$ cat config.mk
export PLATFORM = sky130hd
export DESIGN_NAME = block_signal_sequencer_unit
export DESIGN_NICKNAME = d
export VERILOG_FILES = /design/src/rtl/core/bss_pkg.sv /design/src/rtl/core/bss_cfg.sv /design/src/rtl/core/bss_seq.sv /design/src/rtl/core/block_signal_sequencer_unit.sv
export SDC_FILE = /design/constraint.sdc
export NUM_CORES = 1
export LEC_CHECK = 0
export ABC_CLOCK_PERIOD_IN_PS = 3800
export BUFFER_PORTS_ARGS = -buffer_cell sky130_fd_sc_hd__buf_4
export CAP_MARGIN = 15
export CELL_PAD_IN_SITES_DETAIL_PLACEMENT = 1
export CELL_PAD_IN_SITES_GLOBAL_PLACEMENT = 2
export CORE_ASPECT_RATIO = 1.25
export CORE_UTILIZATION = 25
export DETAILED_ROUTE_END_ITERATION = 10
export PLACE_DENSITY = 0.71
export SLEW_MARGIN = 20
export SYNTH_ARGS = -nofsm -noshare
export SYNTH_HDL_FRONTEND = slang
export SYNTH_SLANG_ARGS = --single-unit
$ cat constraint.sdc
create_clock -name clk -period 3.8 [get_ports clk]
set_input_delay 0.38 -clock clk [delete_from_list [all_inputs] [get_ports clk]]
set_output_delay 0.38 -clock clk [all_outputs]
set_load 0.02 [all_outputs]
$ cat src/rtl/core/bss_pkg.sv
`timescale 1ns / 1ps
`default_nettype none

package bss_pkg;

    // Sensor sample word
    typedef struct packed {
        logic       manual_pressed;
        logic       checker_pressed;
        logic [7:0] distance_cm;
        logic [2:0] color_code;
    } sample_t;

    // Result word
    typedef struct packed {
        logic              started;
        logic              motor_run;
        logic              motor_halt;
        logic signed [7:0] drive_power;
        logic [1:0]        led_cmd;
        logic [2:0]        block_phase;
        logic [2:0]        display_phase;
        logic [1:0]        rotor_phase;
        logic [1:0]        aspect;
    } result_t;

    // Configuration registers as seen by the sequencer
    typedef struct packed {
        logic [7:0]        detect_threshold;
        logic signed [7:0] motor_power;
    } cfg_t;

    localparam logic [7:0] RESET_THRESHOLD = 8'd10;
    localparam logic [7:0] RESET_POWER     = 8'd10;

    // Register indexes
    localparam logic REG_THRESHOLD = 1'b0;
    localparam logic REG_POWER     = 1'b1;

    // Color codes; only blue, green, yellow and red get latched
    localparam logic [2:0] COL_NONE   = 3'd0;
    localparam logic [2:0] COL_BLACK  = 3'd1;
    localparam logic [2:0] COL_BLUE   = 3'd2;
    localparam logic [2:0] COL_GREEN  = 3'd3;
    localparam logic [2:0] COL_YELLOW = 3'd4;
    localparam logic [2:0] COL_RED    = 3'd5;
    localparam logic [2:0] COL_WHITE  = 3'd6;
    localparam logic [2:0] COL_BROWN  = 3'd7;

    localparam logic [1:0] LED_NONE  = 2'd0;
    localparam logic [1:0] LED_AMBER = 2'd1;
    localparam logic [1:0] LED_RED   = 2'd2;
    localparam logic [1:0] LED_GO    = 2'd3;

    localparam logic OP_STOP = 1'b0;
    localparam logic OP_DEP  = 1'b1;

    localparam logic [1:0] ASPECT_NONE = 2'd0;
    localparam logic [1:0] ASPECT_STOP = 2'd1;
    localparam logic [1:0] ASPECT_DEP  = 2'd2;

    // Phase codes reported on the result word
    localparam logic [2:0] BPH_INIT    = 3'd0;
    localparam logic [2:0] BPH_TO_STOP = 3'd1;
    localparam logic [2:0] BPH_STOPPED = 3'd2;
    localparam logic [2:0] BPH_TO_DEP  = 3'd3;
    localparam logic [2:0] BPH_DEP     = 3'd4;

    localparam logic [2:0] DPH_INIT      = 3'd0;
    localparam logic [2:0] DPH_WAIT_STOP = 3'd1;
    localparam logic [2:0] DPH_STOP      = 3'd2;
    localparam logic [2:0] DPH_WAIT_DEP  = 3'd3;
    localparam logic [2:0] DPH_DEP       = 3'd4;

    localparam logic [1:0] RPH_INIT    = 2'd0;
    localparam logic [1:0] RPH_CHK_OFF = 2'd1;
    localparam logic [1:0] RPH_CHK_ON  = 2'd2;
    localparam logic [1:0] RPH_STOPPED = 2'd3;

    typedef enum logic [4:0] {
        BLK_INIT    = 5'b00001,
        BLK_TO_STOP = 5'b00010,
        BLK_STOPPED = 5'b00100,
        BLK_TO_DEP  = 5'b01000,
        BLK_DEP     = 5'b10000
    } blk_state_t;

    typedef enum logic [4:0] {
        DSP_INIT      = 5'b00001,
        DSP_WAIT_STOP = 5'b00010,
        DSP_STOP      = 5'b00100,
        DSP_WAIT_DEP  = 5'b01000,
        DSP_DEP       = 5'b10000
    } dsp_state_t;

    typedef enum logic [3:0] {
        ROT_INIT    = 4'b0001,
        ROT_CHK_OFF = 4'b0010,
        ROT_CHK_ON  = 4'b0100,
        ROT_STOPPED = 4'b1000
    } rot_state_t;

    function automatic logic [2:0] blk_phase(input blk_state_t s);
        logic [2:0] p;
        p = BPH_INIT;
        unique case (s)
            BLK_INIT:    p = BPH_INIT;
            BLK_TO_STOP: p = BPH_TO_STOP;
            BLK_STOPPED: p = BPH_STOPPED;
            BLK_TO_DEP:  p = BPH_TO_DEP;
            BLK_DEP:     p = BPH_DEP;
            default:     p = BPH_INIT;
        endcase
        return p;
    endfunction

    function automatic logic [2:0] dsp_phase(input dsp_state_t s);
        logic [2:0] p;
        p = DPH_INIT;
        unique case (s)
            DSP_INIT:      p = DPH_INIT;
            DSP_WAIT_STOP: p = DPH_WAIT_STOP;
            DSP_STOP:      p = DPH_STOP;
            DSP_WAIT_DEP:  p = DPH_WAIT_DEP;
            DSP_DEP:       p = DPH_DEP;
            default:       p = DPH_INIT;
        endcase
        return p;
    endfunction

    function automatic logic [1:0] rot_phase(input rot_state_t s);
        logic [1:0] p;
        p = RPH_INIT;
        unique case (s)
            ROT_INIT:    p = RPH_INIT;
            ROT_CHK_OFF: p = RPH_CHK_OFF;
            ROT_CHK_ON:  p = RPH_CHK_ON;
            ROT_STOPPED: p = RPH_STOPPED;
            default:     p = RPH_INIT;
        endcase
        return p;
    endfunction

endpackage

`default_nettype wire

$ cat src/rtl/core/bss_cfg.sv
`timescale 1ns / 1ps
`default_nettype none

module bss_cfg
    import bss_pkg::*;
(
    input  wire logic        clk,
    input  wire logic        rst_n,
    input  wire logic        psel,
    input  wire logic        penable,
    input  wire logic        pwrite,
    input  wire logic [2:0]  paddr,
    input  wire logic [31:0] pwdata,
    output logic [31:0]      prdata,
    output logic             pready,
    output cfg_t             cfg
);

    logic [7:0] threshold_reg;
    logic [7:0] power_reg;
    logic       wr_en;

    assign pready = 1'b1;
    assign wr_en  = psel && penable && pwrite;

    // Keep the low byte of the written data
    always_ff @(posedge clk or negedge rst_n)
    begin
        if (!rst_n)
        begin
            threshold_reg <= RESET_THRESHOLD;
            power_reg     <= RESET_POWER;
        end
        else if (wr_en)
        begin
            unique case (paddr[2])
                REG_THRESHOLD: threshold_reg <= pwdata[7:0];
                REG_POWER:     power_reg     <= pwdata[7:0];
                default:       ;
            endcase
        end
    end

    always_comb
    begin
        unique case (paddr[2])
            REG_THRESHOLD: prdata = {24'd0, threshold_reg};
            REG_POWER:     prdata = {24'd0, power_reg};
            default:       prdata = '0;
        endcase
    end

    assign cfg.detect_threshold = threshold_reg;
    assign cfg.motor_power      = power_reg;

endmodule

`default_nettype wire

$ cat src/rtl/core/bss_seq.sv
`timescale 1ns / 1ps
`default_nettype none

module bss_seq
    import bss_pkg::*;
(
    input  wire logic    clk,
    input  wire logic    rst_n,
    input  wire logic    fire,
    input  wire sample_t sample,
    input  wire cfg_t    cfg,
    output result_t      result
);

    logic       init_done_reg, init_done_next;
    blk_state_t blk_reg, blk_next;
    logic       blk_entry_reg, blk_entry_next;
    dsp_state_t dsp_reg, dsp_next;
    logic       dsp_entry_reg, dsp_entry_next;
    rot_state_t rot_reg, rot_next;
    logic       rot_entry_reg, rot_entry_next;
    logic       rotate_req_reg, rotate_req_next;
    logic       op_req_reg, op_req_next;
    logic [2:0] color_reg, color_next;

    logic       run;
    logic       halt;
    logic [1:0] led;
    logic       rotor_done;

    always_comb
    begin
        init_done_next  = init_done_reg;
        blk_next        = blk_reg;
        blk_entry_next  = blk_entry_reg;
        dsp_next        = dsp_reg;
        dsp_entry_next  = dsp_entry_reg;
        rot_next        = rot_reg;
        rot_entry_next  = rot_entry_reg;
        rotate_req_next = rotate_req_reg;
        op_req_next     = op_req_reg;
        color_next      = color_reg;
        run             = 1'b0;
        halt            = 1'b0;
        led             = LED_NONE;
        rotor_done      = (rot_reg == ROT_STOPPED);

        if (!init_done_reg)
        begin
            // Hold every machine until the track reads clear
            if (sample.distance_cm > cfg.detect_threshold)
                init_done_next = 1'b1;
        end
        else
        begin
            // Block machine: sees the color latched on earlier words
            unique case (blk_reg)
                BLK_INIT:
                begin
                    blk_next       = BLK_TO_STOP;
                    blk_entry_next = 1'b1;
                end
                BLK_TO_STOP:
                begin
                    if (blk_entry_reg)
                    begin
                        blk_entry_next = 1'b0;
                        op_req_next    = OP_STOP;
                    end
                    if (color_reg == COL_RED)
                    begin
                        blk_next       = BLK_STOPPED;
                        blk_entry_next = 1'b1;
                    end
                end
                BLK_STOPPED:
                begin
                    blk_entry_next = 1'b0;
                    if (sample.manual_pressed)
                    begin
                        blk_next       = BLK_TO_DEP;
                        blk_entry_next = 1'b1;
                    end
                end
                BLK_TO_DEP:
                begin
                    if (blk_entry_reg)
                    begin
                        blk_entry_next = 1'b0;
                        op_req_next    = OP_DEP;
                    end
                    if (color_reg == COL_GREEN)
                    begin
                        blk_next       = BLK_DEP;
                        blk_entry_next = 1'b1;
                    end
                end
                BLK_DEP:
                begin
                    blk_entry_next = 1'b0;
                    if (sample.manual_pressed
                        || (sample.distance_cm < cfg.detect_threshold))
                    begin
                        blk_next       = BLK_TO_STOP;
                        blk_entry_next = 1'b1;
                    end
                end
                default: ;
            endcase

            // Latch only the four signal colors
            if (sample.color_code inside {COL_RED, COL_GREEN, COL_BLUE, COL_YELLOW})
                color_next = sample.color_code;

            // Display machine: rotor test comes last and wins
            unique case (dsp_reg)
                DSP_INIT:
                begin
                    if (dsp_entry_reg)
                        op_req_next = OP_STOP;
                    dsp_next       = DSP_WAIT_STOP;
                    dsp_entry_next = 1'b1;
                end
                DSP_WAIT_STOP:
                begin
                    if (dsp_entry_reg)
                    begin
                        dsp_entry_next  = 1'b0;
                        rotate_req_next = 1'b1;
                        led             = LED_AMBER;
                    end
                    if (op_req_next == OP_DEP)
                    begin
                        dsp_next       = DSP_WAIT_DEP;
                        dsp_entry_next = 1'b1;
                    end
                    if (rotor_done)
                    begin
                        dsp_next       = (color_next == COL_RED) ? DSP_STOP : DSP_WAIT_STOP;
                        dsp_entry_next = 1'b1;
                    end
                end
                DSP_STOP:
                begin
                    if (dsp_entry_reg)
                    begin
                        dsp_entry_next  = 1'b0;
                        rotate_req_next = 1'b0;
                        led             = LED_RED;
                    end
                    if (op_req_next == OP_DEP)
                    begin
                        dsp_next       = DSP_WAIT_DEP;
                        dsp_entry_next = 1'b1;
                    end
                end
                DSP_WAIT_DEP:
                begin
                    if (dsp_entry_reg)
                    begin
                        dsp_entry_next  = 1'b0;
                        rotate_req_next = 1'b1;
                        led             = LED_AMBER;
                    end
                    if (op_req_next == OP_STOP)
                    begin
                        dsp_next       = DSP_WAIT_STOP;
                        dsp_entry_next = 1'b1;
                    end
                    if (rotor_done)
                    begin
                        dsp_next       = (color_next == COL_GREEN) ? DSP_DEP : DSP_WAIT_DEP;
                        dsp_entry_next = 1'b1;
                    end
                end
                DSP_DEP:
                begin
                    if (dsp_entry_reg)
                    begin
                        dsp_entry_next  = 1'b0;
                        rotate_req_next = 1'b0;
                        led             = LED_GO;
                    end
                    if (op_req_next == OP_STOP)
                    begin
                        dsp_next       = DSP_WAIT_STOP;
                        dsp_entry_next = 1'b1;
                    end
                end
                default: ;
            endcase

            // Rotator machine: run until checker pressed then released
            unique case (rot_reg)
                ROT_INIT:
                begin
                    if (rot_entry_reg)
                        rotate_req_next = 1'b0;
                    rot_next       = ROT_CHK_OFF;
                    rot_entry_next = 1'b1;
                end
                ROT_CHK_OFF:
                begin
                    if (rot_entry_reg)
                    begin
                        rot_entry_next  = 1'b0;
                        rotate_req_next = 1'b1;
                        run             = 1'b1;
                    end
                    if (sample.checker_pressed)
                    begin
                        rot_next       = ROT_CHK_ON;
                        rot_entry_next = 1'b1;
                    end
                end
                ROT_CHK_ON:
                begin
                    if (rot_entry_reg)
                    begin
                        rot_entry_next  = 1'b0;
                        rotate_req_next = 1'b1;
                        run             = 1'b1;
                    end
                    if (!sample.checker_pressed)
                    begin
                        rot_next       = ROT_STOPPED;
                        rot_entry_next = 1'b1;
                        halt           = 1'b1;
                    end
                end
                ROT_STOPPED:
                begin
                    if (rot_entry_reg)
                    begin
                        rot_entry_next  = 1'b0;
                        rotate_req_next = 1'b0;
                    end
                    else if (rotate_req_next)
                    begin
                        rot_next       = ROT_CHK_OFF;
                        rot_entry_next = 1'b1;
                    end
                end
                default: ;
            endcase
        end
    end

    always_ff @(posedge clk or negedge rst_n)
    begin
        if (!rst_n)
        begin
            init_done_reg  <= 1'b0;
            blk_reg        <= BLK_INIT;
            blk_entry_reg  <= 1'b1;
            dsp_reg        <= DSP_INIT;
            dsp_entry_reg  <= 1'b1;
            rot_reg        <= ROT_INIT;
            rot_entry_reg  <= 1'b1;
            rotate_req_reg <= 1'b0;
            op_req_reg     <= OP_STOP;
            color_reg      <= COL_NONE;
        end
        else if (fire)
        begin
            init_done_reg  <= init_done_next;
            blk_reg        <= blk_next;
            blk_entry_reg  <= blk_entry_next;
            dsp_reg        <= dsp_next;
            dsp_entry_reg  <= dsp_entry_next;
            rot_reg        <= rot_next;
            rot_entry_reg  <= rot_entry_next;
            rotate_req_reg <= rotate_req_next;
            op_req_reg     <= op_req_next;
            color_reg      <= color_next;
        end
    end

    always_comb
    begin
        result.started       = init_done_next;
        result.motor_run     = run;
        result.motor_halt    = halt;
        result.drive_power   = run ? cfg.motor_power : '0;
        result.led_cmd       = led;
        result.block_phase   = blk_phase(blk_next);
        result.display_phase = dsp_phase(dsp_next);
        result.rotor_phase   = rot_phase(rot_next);
        if (color_next == COL_RED)
            result.aspect = ASPECT_STOP;
        else if (color_next == COL_GREEN)
            result.aspect = ASPECT_DEP;
        else
            result.aspect = ASPECT_NONE;
    end

endmodule

`default_nettype wire

$ cat src/rtl/core/block_signal_sequencer_unit.sv
`timescale 1ns / 1ps
`default_nettype none

// Channel  | Dir | Handshake                       | Word
// ---------+-----+---------------------------------+---------------------------------
// sample   | in  | sample_valid / sample_ready     | sample_t: switches, distance, color
// result   | out | result_valid / result_ready     | result_t: motor, LED, phases, aspect
// config   | in  | APB psel/penable/pwrite, paddr  | threshold at 0x0, motor power at 0x4
//
// A sample word is first held in the input register; when it fires, the machines
// advance and the result register loads at the same edge, and one word per cycle
// flows while result_ready is high. A result stall holds both registers; the input
// register still takes one word while the result waits. Reset puts every machine in
// init with entry actions pending and the configuration at threshold 10, power 10.

module block_signal_sequencer_unit
    import bss_pkg::*;
(
    input  wire logic        clk,
    input  wire logic        rst_n,

    input  wire logic        sample_valid,
    output logic             sample_ready,
    input  wire sample_t     sample,

    output logic             result_valid,
    input  wire logic        result_ready,
    output result_t          result,

    input  wire logic        psel,
    input  wire logic        penable,
    input  wire logic        pwrite,
    input  wire logic [2:0]  paddr,
    input  wire logic [31:0] pwdata,
    output logic [31:0]      prdata,
    output logic             pready
);

    cfg_t    cfg;
    sample_t sample_reg;
    logic    sample_valid_reg;
    result_t result_reg;
    logic    result_valid_reg;
    result_t step_result;
    logic    fire;

    bss_cfg u_cfg (
        .clk     (clk),
        .rst_n   (rst_n),
        .psel    (psel),
        .penable (penable),
        .pwrite  (pwrite),
        .paddr   (paddr),
        .pwdata  (pwdata),
        .prdata  (prdata),
        .pready  (pready),
        .cfg     (cfg)
    );

    // Advance the held word whenever the result register is empty or draining
    assign fire         = sample_valid_reg && (!result_valid_reg || result_ready);
    assign sample_ready = !sample_valid_reg || fire;

    bss_seq u_seq (
        .clk    (clk),
        .rst_n  (rst_n),
        .fire   (fire),
        .sample (sample_reg),
        .cfg    (cfg),
        .result (step_result)
    );

    always_ff @(posedge clk or negedge rst_n)
    begin
        if (!rst_n)
        begin
            sample_valid_reg <= 1'b0;
            result_valid_reg <= 1'b0;
        end
        else
        begin
            if (sample_ready)
                sample_valid_reg <= sample_valid;
            if (fire)
                result_valid_reg <= 1'b1;
            else if (result_ready)
                result_valid_reg <= 1'b0;
        end
    end

    // Payload registers: no reset, load on handshake only
    always_ff @(posedge clk)
    begin
        if (sample_ready && sample_valid)
            sample_reg <= sample;
        if (fire)
            result_reg <= step_result;
    end

    assign result_valid = result_valid_reg;
    assign result       = result_reg;

endmodule

`default_nettype wire

==> After elaboration in Yosys (flattened, before gate mapping) <==
Cells that the tools add are included.
{ "word_totals": {"word_cells": 157, "out_inout_bits": 58, "register_bits": 77} }
{ "classes": {"bitwise_logic": 1, "reduce_logical": 25, "n_lt_le_gt_ge": 2, "n_eq_ne": 35, "n_mux": 67} }
{ "ops": {"columns": ["operator", "n"], "rows": [
  ["$pmux 32 s2", 1],
  ["$mux 5", 11],
  ["$pmux 5 s5", 2],
  ["$mux 1", 30],
  ["$pmux 3 s4", 2],
  ["$eq 5x2->1 const B", 4],
  ["$eq 5x3->1 const B", 4],
  ["$eq 5x4->1 const B", 4],
  ["$eq 5x5->1 const B", 4],
  ["$mux 4", 5],
  ["$pmux 4 s4", 1],
  ["$eq 3x2->1 const B", 5],
  ["$eq 3x3->1 const B", 5],
  ["$mux 3", 4],
  ["$pmux 2 s3", 2],
  ["$eq 5x1->1 const B", 2],
  ["$pmux 1 s5", 2],
  ["$reduce_bool 5->1", 2],
  ["$reduce_and 3->1", 3],
  ["$eq 4x2->1 const B", 2],
  ["$eq 4x3->1 const B", 2],
  ["$eq 4x4->1 const B", 2],
  ["$gt 8x8->1", 1],
  ["$lt 8x8->1", 1],
  ["12 further kinds", 29]
]} }

==> Longest topological paths before layout <==
Gate-level depths: netlist of the first run.
{ "logic_depth": {"ltp_word": 11, "mapped_depth": 9} }

==> By module <==
Synthesis of the first run repeated with hierarchy kept, for this count alone.
{ "hier_totals": {"hier_cells": 429, "hier_area_um2": 4529.3} }
{ "by_module_without_submodules": {"columns": ["module", "n_inst", "seq_area_each_um2", "area_each_um2", "cells_each"], "rows": [
  ["bss_seq", 1, 583.1, 2417.3, 315],
  ["block_signal_sequencer_unit", 1, 1131.1, 1184.9, 44],
  ["bss_cfg", 1, 405.4, 927.1, 70]
]} }

==> Worst setup path before layout of the first run <==
Ideal clock, no wire load.
{ "synth_timing": {"kind": "reg2reg", "startpoint": "register u_seq.dsp_reg[1]", "endpoint": "register result_reg, in the netlist result[2] (data pin)", "path_slack_ns": 1.561, "path_stages_with_launch": 9, "period_less_slack_ns": 2.239, "setup_time_ns": 0.255, "path_buffers": 1, "arrival_time_ns": 1.984, "path_cell_list": "dfrtp_1 > buf_2 > or4b_1 > o21ai_0 > a21oi_1 > a21oi_1 > a31oi_1 > xnor2_1 > and2_1"} }
{ "synth_lines": {"columns": ["element", "line_no", "rtl"], "rows": [
  ["from (decl)", "bss_seq.sv:18", "dsp_state_t dsp_reg, dsp_next;"],
  ["from (signal assigned)", "bss_seq.sv:269", "dsp_reg <= dsp_next;"],
  ["to (signal assigned)", "block_signal_sequencer_unit.sv:97", "result_reg <= step_result;"],
  ["to (decl)", "block_signal_sequencer_unit.sv:42", "result_t result_reg;"]
]} }

==> run metrics, run 1 <==
status=finished clean; library cells used by synthesis=69; top cells by area, synth=edfxtp_1, dfrtp_1, dfstp_2; top_reg_cell synth=edfxtp_1; Die Y-Extent=152 um; Setup crit end kind=flip-flop; Final Setup Violations=0; Layout area overhead=18.9%; antenna cells=0; FP Rows=54; initial antenna violation count=0; crit path kind=flip-flop to flip-flop; FF+latch count, synth=77; 1st-pass router iterations=4; clock skew=0.00903 ns; First DRT Iteration DRCs=153; Power, Total=2.71 mW; WL final=11500 um; RSZ-0062 raised after global routing=false; CTS clock-pin slew for the worst setup and hold paths=0.07 ns; fraction of registers with async set/reset=0.532; leak pwr=2.18 nW; cell family with most CP delay=simple AND/OR/NAND/NOR gates; GRT overflow=0; Starting Density=0.256; Bufs and invs on worst path=0; fin. max-slew vios=0; total I/O pin count=113; YS warnings=0; GP Congestion=0.821; cell taking the most area after synthesis=edfxtp_1; Final #Nets=562; Tcrit/Tclk final=0.704; Synth top cells by count=nand2_1, o21ai_0, edfxtp_1; Non-Filler Instances=728; Max IR drop VDD=0.179 mV; Hold Path Class=primary input to asynchronous set/reset pin; largest net degree at the start of global routing=42; Post-CTS Setup Bufs=0; first-pass GRT wire length=18400 um; max frequency=0.374 GHz; Port-buffer cells=61; Crit path largest cell delay=0.57 ns; clk_lat worst skew=0.34 ns; fin crit period=2.67 ns; HPWL Detailed=8500 um; relative slew slack=0.573; total CTS buffers=9; vias in the first global route=3567; core footprint=17500 sq um; max reg flops=23; Post-Syn Instances=446; sequential-to-total area share from yosys stat=0.473; clk buf depth=2; CP arrival=2.80 ns; Sinks on Clock Net=77; Crit-path slowest cell=dfrtp_1; most frequent cell after synthesis=nand2_1; mean area per synthesized cell=10.1 sq um; post-CTS resize count=0; All-Layer GR Usage=0.130; Post-Syn Area=4480 sq um; htree depth=3; EDFF count, synth=36; count of final hold-check violations=0; max_cap viols=0; Post-DRT Antenna Nets=0; Die X=122 um; critical path fanouts, max=14; CP cell instances=nor4b_4 -> nor3b_1 -> o21a_1 -> o21ai_0 -> a21boi_0 -> nor4b_1; clock root cell=clkbuf_16; power per cell area=507 nW/um^2; CTS tree=done; CP Launch Type=flip-flop; Setup TNS=0 ns; CP Data Required Time=3.93 ns; DR DRC count=0; Worst Tran Pin Value=0.641 ns; layout cell share with drive strength beyond 1=0.246; hold_buf cts=0; via count=3479; DR WL/cell=15.8 um; via/cell ratio=4.78; die area=18500 sq um; Post-Place Cells=712; Yosys top cell area share=0.241
-- metal layers --
layer,share of wire,wire length [um],global-route usage
met4,0.018,208,0.0531
met5,0,0,0
met2,0.54,6230,0.246
met3,0.025,283,0.0176
met1,0.42,4770,0.145
-- cell type report --
type / instances / area [sq um]
Sequential cell: 77 / 2120
Clock inverter: 5 / 40.0
Tap cell: 224 / 280
Timing Repair Buffer: 63 / 473
Clock buffer: 11 / 253
Fill cell: 2004 / 12200
Multi-Input combinational cell: 333 / 2110
Inverter: 15 / 56.3
-- path summary, 6_finish.rpt --
kind / start / end / slack (ns) / depth (start not counted)
worst max-delay path: u_seq.rot_reg[1] / result[5] / 1.13 / 6
worst min-delay path: rst_n / u_seq.blk_reg[3] / 0.03 / 1
worst max register to register: u_seq.rot_reg[1] / result[5] / 1.13 / 6
worst min register to register: sample_valid_reg / result_valid / 0.50 / 1
max in group asynchronous: rst_n / u_seq.blk_reg[1] / 3.35 / 1
min in group clk: sample[10] / sample_reg[10] / 0.21 / 1
-- layout by cell type (no fill, tap or decap), drive strengths merged, types with 3 or more instances in the layout --
master,count
nand2,46
o21ai,38
dfrtp,31
nand3,8
xnor2,7
a21oi,20
a31oi,10
o22ai,3
inv,18
dfstp,10
o211ai,7
nand3b,5
nor4b,7
xor2,6
mux2,19
nor2,35
nor3,8
nor2b,10
mux2i,3
edfxtp,36
nand2b,7
conb,25
nand4,5
a22o,3
and3,4
ha,8
and2,11
buf,63
clkbuf,11
-- worst reg2reg max path, cell delays in order (launching register included) --
cell	delay, ns
dfrtp_1	0.57
nor4b_4	0.57
nor3b_1	0.09
o21a_1	0.24
o21ai_0	0.37
a21boi_0	0.24
nor4b_1	0.38
-- metrics by stage --
| step | hold slack [ns] | util | cell area (sq um) | setup WS (ns) |
|---|---|---|---|---|
| after CTS | 0.0599 | 0.305 | 5330 | 1.07 |
| after floorplan | 0.0844 | - | 4570 | 1.56 |
| after detailed placement | 0.431 | 0.288 | 5040 | 1.10 |
| after global placement | 0.422 | 0.288 | 5040 | 1.21 |
| after global routing | 0.0894 | 0.305 | 5330 | 0.898 |
| final | 0.0338 | 0.305 | 5330 | 1.13 |
-- power breakdown --
part           internal [mW]  total (mW)  switching, mW
Combinational          0.305       0.733          0.428
Sequential              1.00        1.11          0.106
Clock                  0.486       0.863          0.377
Total                   1.80        2.71          0.911
-- kinds of logic (layout without fill, tap and decap cells) --
family	Yosys count	count (layout)	share of synthesized area
and+or+nand+nor	164	164	0.202
AOI/OAI and AO/OA	101	101	0.146
DFF	77	77	0.473
buffers and inverters	59	94	0.0756
muxes	22	22	0.0544
xor gates and xnor gates	13	13	0.0254
adders and majority gates	8	8	0.0223
other	2	25	0.00167
Note: power is estimated with default switching activity, not from simulation.
==> inputs of run 2 (changes only) <==
ABC_CLOCK_PERIOD_IN_PS = 2400   (was 3800)
PLACE_DENSITY = 0.73   (was 0.71)
clock period = 2.4 ns   (was 3.8 ns; I/O delays follow)
==> run metrics, run 2 (same netlist as run 1, synthesis figures left out) <==
status=finished clean (unchanged); clk buf depth=2 (unchanged); Final Setup Violations=0 (unchanged); CP Data Required Time=2.48 ns (was 3.93 ns); FP Rows=54 (unchanged); htree depth=3 (unchanged); leak pwr=2.43 nW (was 2.18 nW); Sinks on Clock Net=77 (unchanged); clock skew=0.0131 ns (was 0.00903 ns); most frequent cells in the layout=buf_4, nand2_1, edfxtp_1, o21ai_0, nor2_1 (was buf_4, nand2_1, o21ai_0, edfxtp_1, nor2_1); antenna cells=0 (unchanged); Tcrit/Tclk final=0.972 (was 0.704); max reg flops=23 (unchanged); Port-buffer cells=61 (unchanged); Setup WS post-layout=0.0684 ns (was 1.13 ns); Die X=122 um (unchanged); die area=18500 sq um (unchanged); final cell area excluding filler cells=5780 sq um (was 5330 sq um); 1st-pass router iterations=4 (unchanged); Die Y-Extent=152 um (unchanged); clock root cell=clkbuf_16 (unchanged); layout cell share with drive strength beyond 1=0.333 (was 0.246); Worst Hold Launch=sample[9]; relative slew slack=0.592 (was 0.573); FF-to-FF Start=u_seq.blk_reg[2] (was u_seq.rot_reg[1]); clk_lat worst skew=0.34 ns (about the same); # fillers=1962 (was 2004); initial antenna violation count=0 (unchanged); GP Congestion=0.829 (was 0.821); Max IR drop VDD=0.372 mV (was 0.179 mV); DR WL/cell=15.5 um (was 15.8 um); Util after Layout=0.330 (was 0.305); Post-DRT Antenna Nets=0 (unchanged); Worst Tran Pin Value=0.606 ns (was 0.641 ns); hold_ws=0.0697 ns (was 0.0338 ns); HPWL Detailed=8970 um (was 8500 um); core footprint=17500 sq um (unchanged); Layout area overhead=28.9% (was 18.9%); critical path fanouts, max=3 (was 14); First DRT Iteration DRCs=137 (was 153); largest net degree at the start of global routing=42 (unchanged); Hold Path Class=primary input to flip-flop (was primary input to asynchronous set/reset pin); first-pass GRT wire length=19600 um (was 18400 um); fin crit period=2.33 ns (was 2.67 ns); crit path kind=flip-flop to flip-flop (unchanged); count of final hold-check violations=0 (unchanged); total CTS buffers=9 (unchanged); via count=3652 (was 3479); Setup crit end kind=flip-flop (unchanged); All-Layer GR Usage=0.137 (was 0.130); via/cell ratio=4.72 (was 4.78); Final #Nets=607 (was 562); placed instance area=5350 sq um (was 5040 sq um); total I/O pin count=113 (unchanged); vias in the first global route=3808 (was 3567); Setup TNS=0 ns (unchanged); fin. max-slew vios=0 (unchanged); CP startpoint=u_seq.blk_reg[2] (was u_seq.rot_reg[1]); GRT overflow=0 (unchanged); CTS clock-pin slew for the worst setup and hold paths=0.07 ns (about the same); CTS tree=done (unchanged); power per cell area=786 nW/um^2 (was 507 nW/um^2); CP arrival=2.41 ns (was 2.80 ns); CP Launch Type=flip-flop (unchanged); DR DRC count=0 (unchanged); pre-CTS setup slack=-0.0299 ns (was 1.10 ns); max_cap viols=0 (unchanged); max frequency=0.429 GHz (was 0.374 GHz); commonest non-fill, non-tap cell in the layout=buf_4 (unchanged); WL final=11900 um (was 11500 um); Starting Density=0.256 (unchanged)
==> run 2: timing repair <==
item,4_1_cts,5_1_grt
hold buffers,1,0
buffers inserted,0,3
resized for setup,2,23
pin swaps,0,4
endpoints found under the setup margin,4,6
hold endpoints to repair,31,0
==> run 2: cell type report <==
type,instances,area [sq um],share of cell area
sequential,77,2120,0.367
clock inverter,7,86.3,0.0149
inverter,15,56.3,0.00974
multi-input combinational,333,2200,0.381
clock buffer,9,225,0.0390
timing repair buffer,108,811,0.140
tap,224,280,0.0485
==> run 2: metal layers <==
layer,track usage,share of wire
met4,0.0481,0.015
met1,0.162,0.42
met5,0,0
met3,0.0228,0.031
met2,0.247,0.54
==> run 2: worst max-delay path: stages, from the launching register on <==
cell	delay, ns
dfrtp_1	0.38
or4_4	0.57
o21ai_2	0.22
a21oi_1	0.09
or2_2	0.31
mux2i_1	0.30
or4_1	0.17
nor2_1	0.04
==> run 2: worst paths after layout <==
check                                    endpoint  slack, ns  cells past startpoint
max in group asynchronous        u_seq.dsp_reg[2]       1.55                      2
hold / removal                      sample_reg[9]       0.07                      1
hold reg to reg            u_cfg.threshold_reg[7]       0.51                      1
min in group asynchronous        u_seq.blk_reg[3]       0.43                      2
setup / recovery                        result[6]       0.07                      7
setup reg to reg                        result[6]       0.07                      7
==> run 2: power by group <==
| part | leakage (nW) | internal (mW) | switching [mW] | total, mW |
|---|---|---|---|---|
| combinational | 1.45 | 0.638 | 0.806 | 1.44 |
| sequential | 0.837 | 1.59 | 0.106 | 1.70 |
| clock | 0.151 | 0.747 | 0.658 | 1.40 |
==> run 2: metrics by stage <==
stage                     total power [mW]  std cells
after floorplan                       2.61        469
after global placement                3.00        753
after detailed placement              3.05        753
after CTS                             4.48        770
after global routing                  4.82        773
final                                 4.55        773
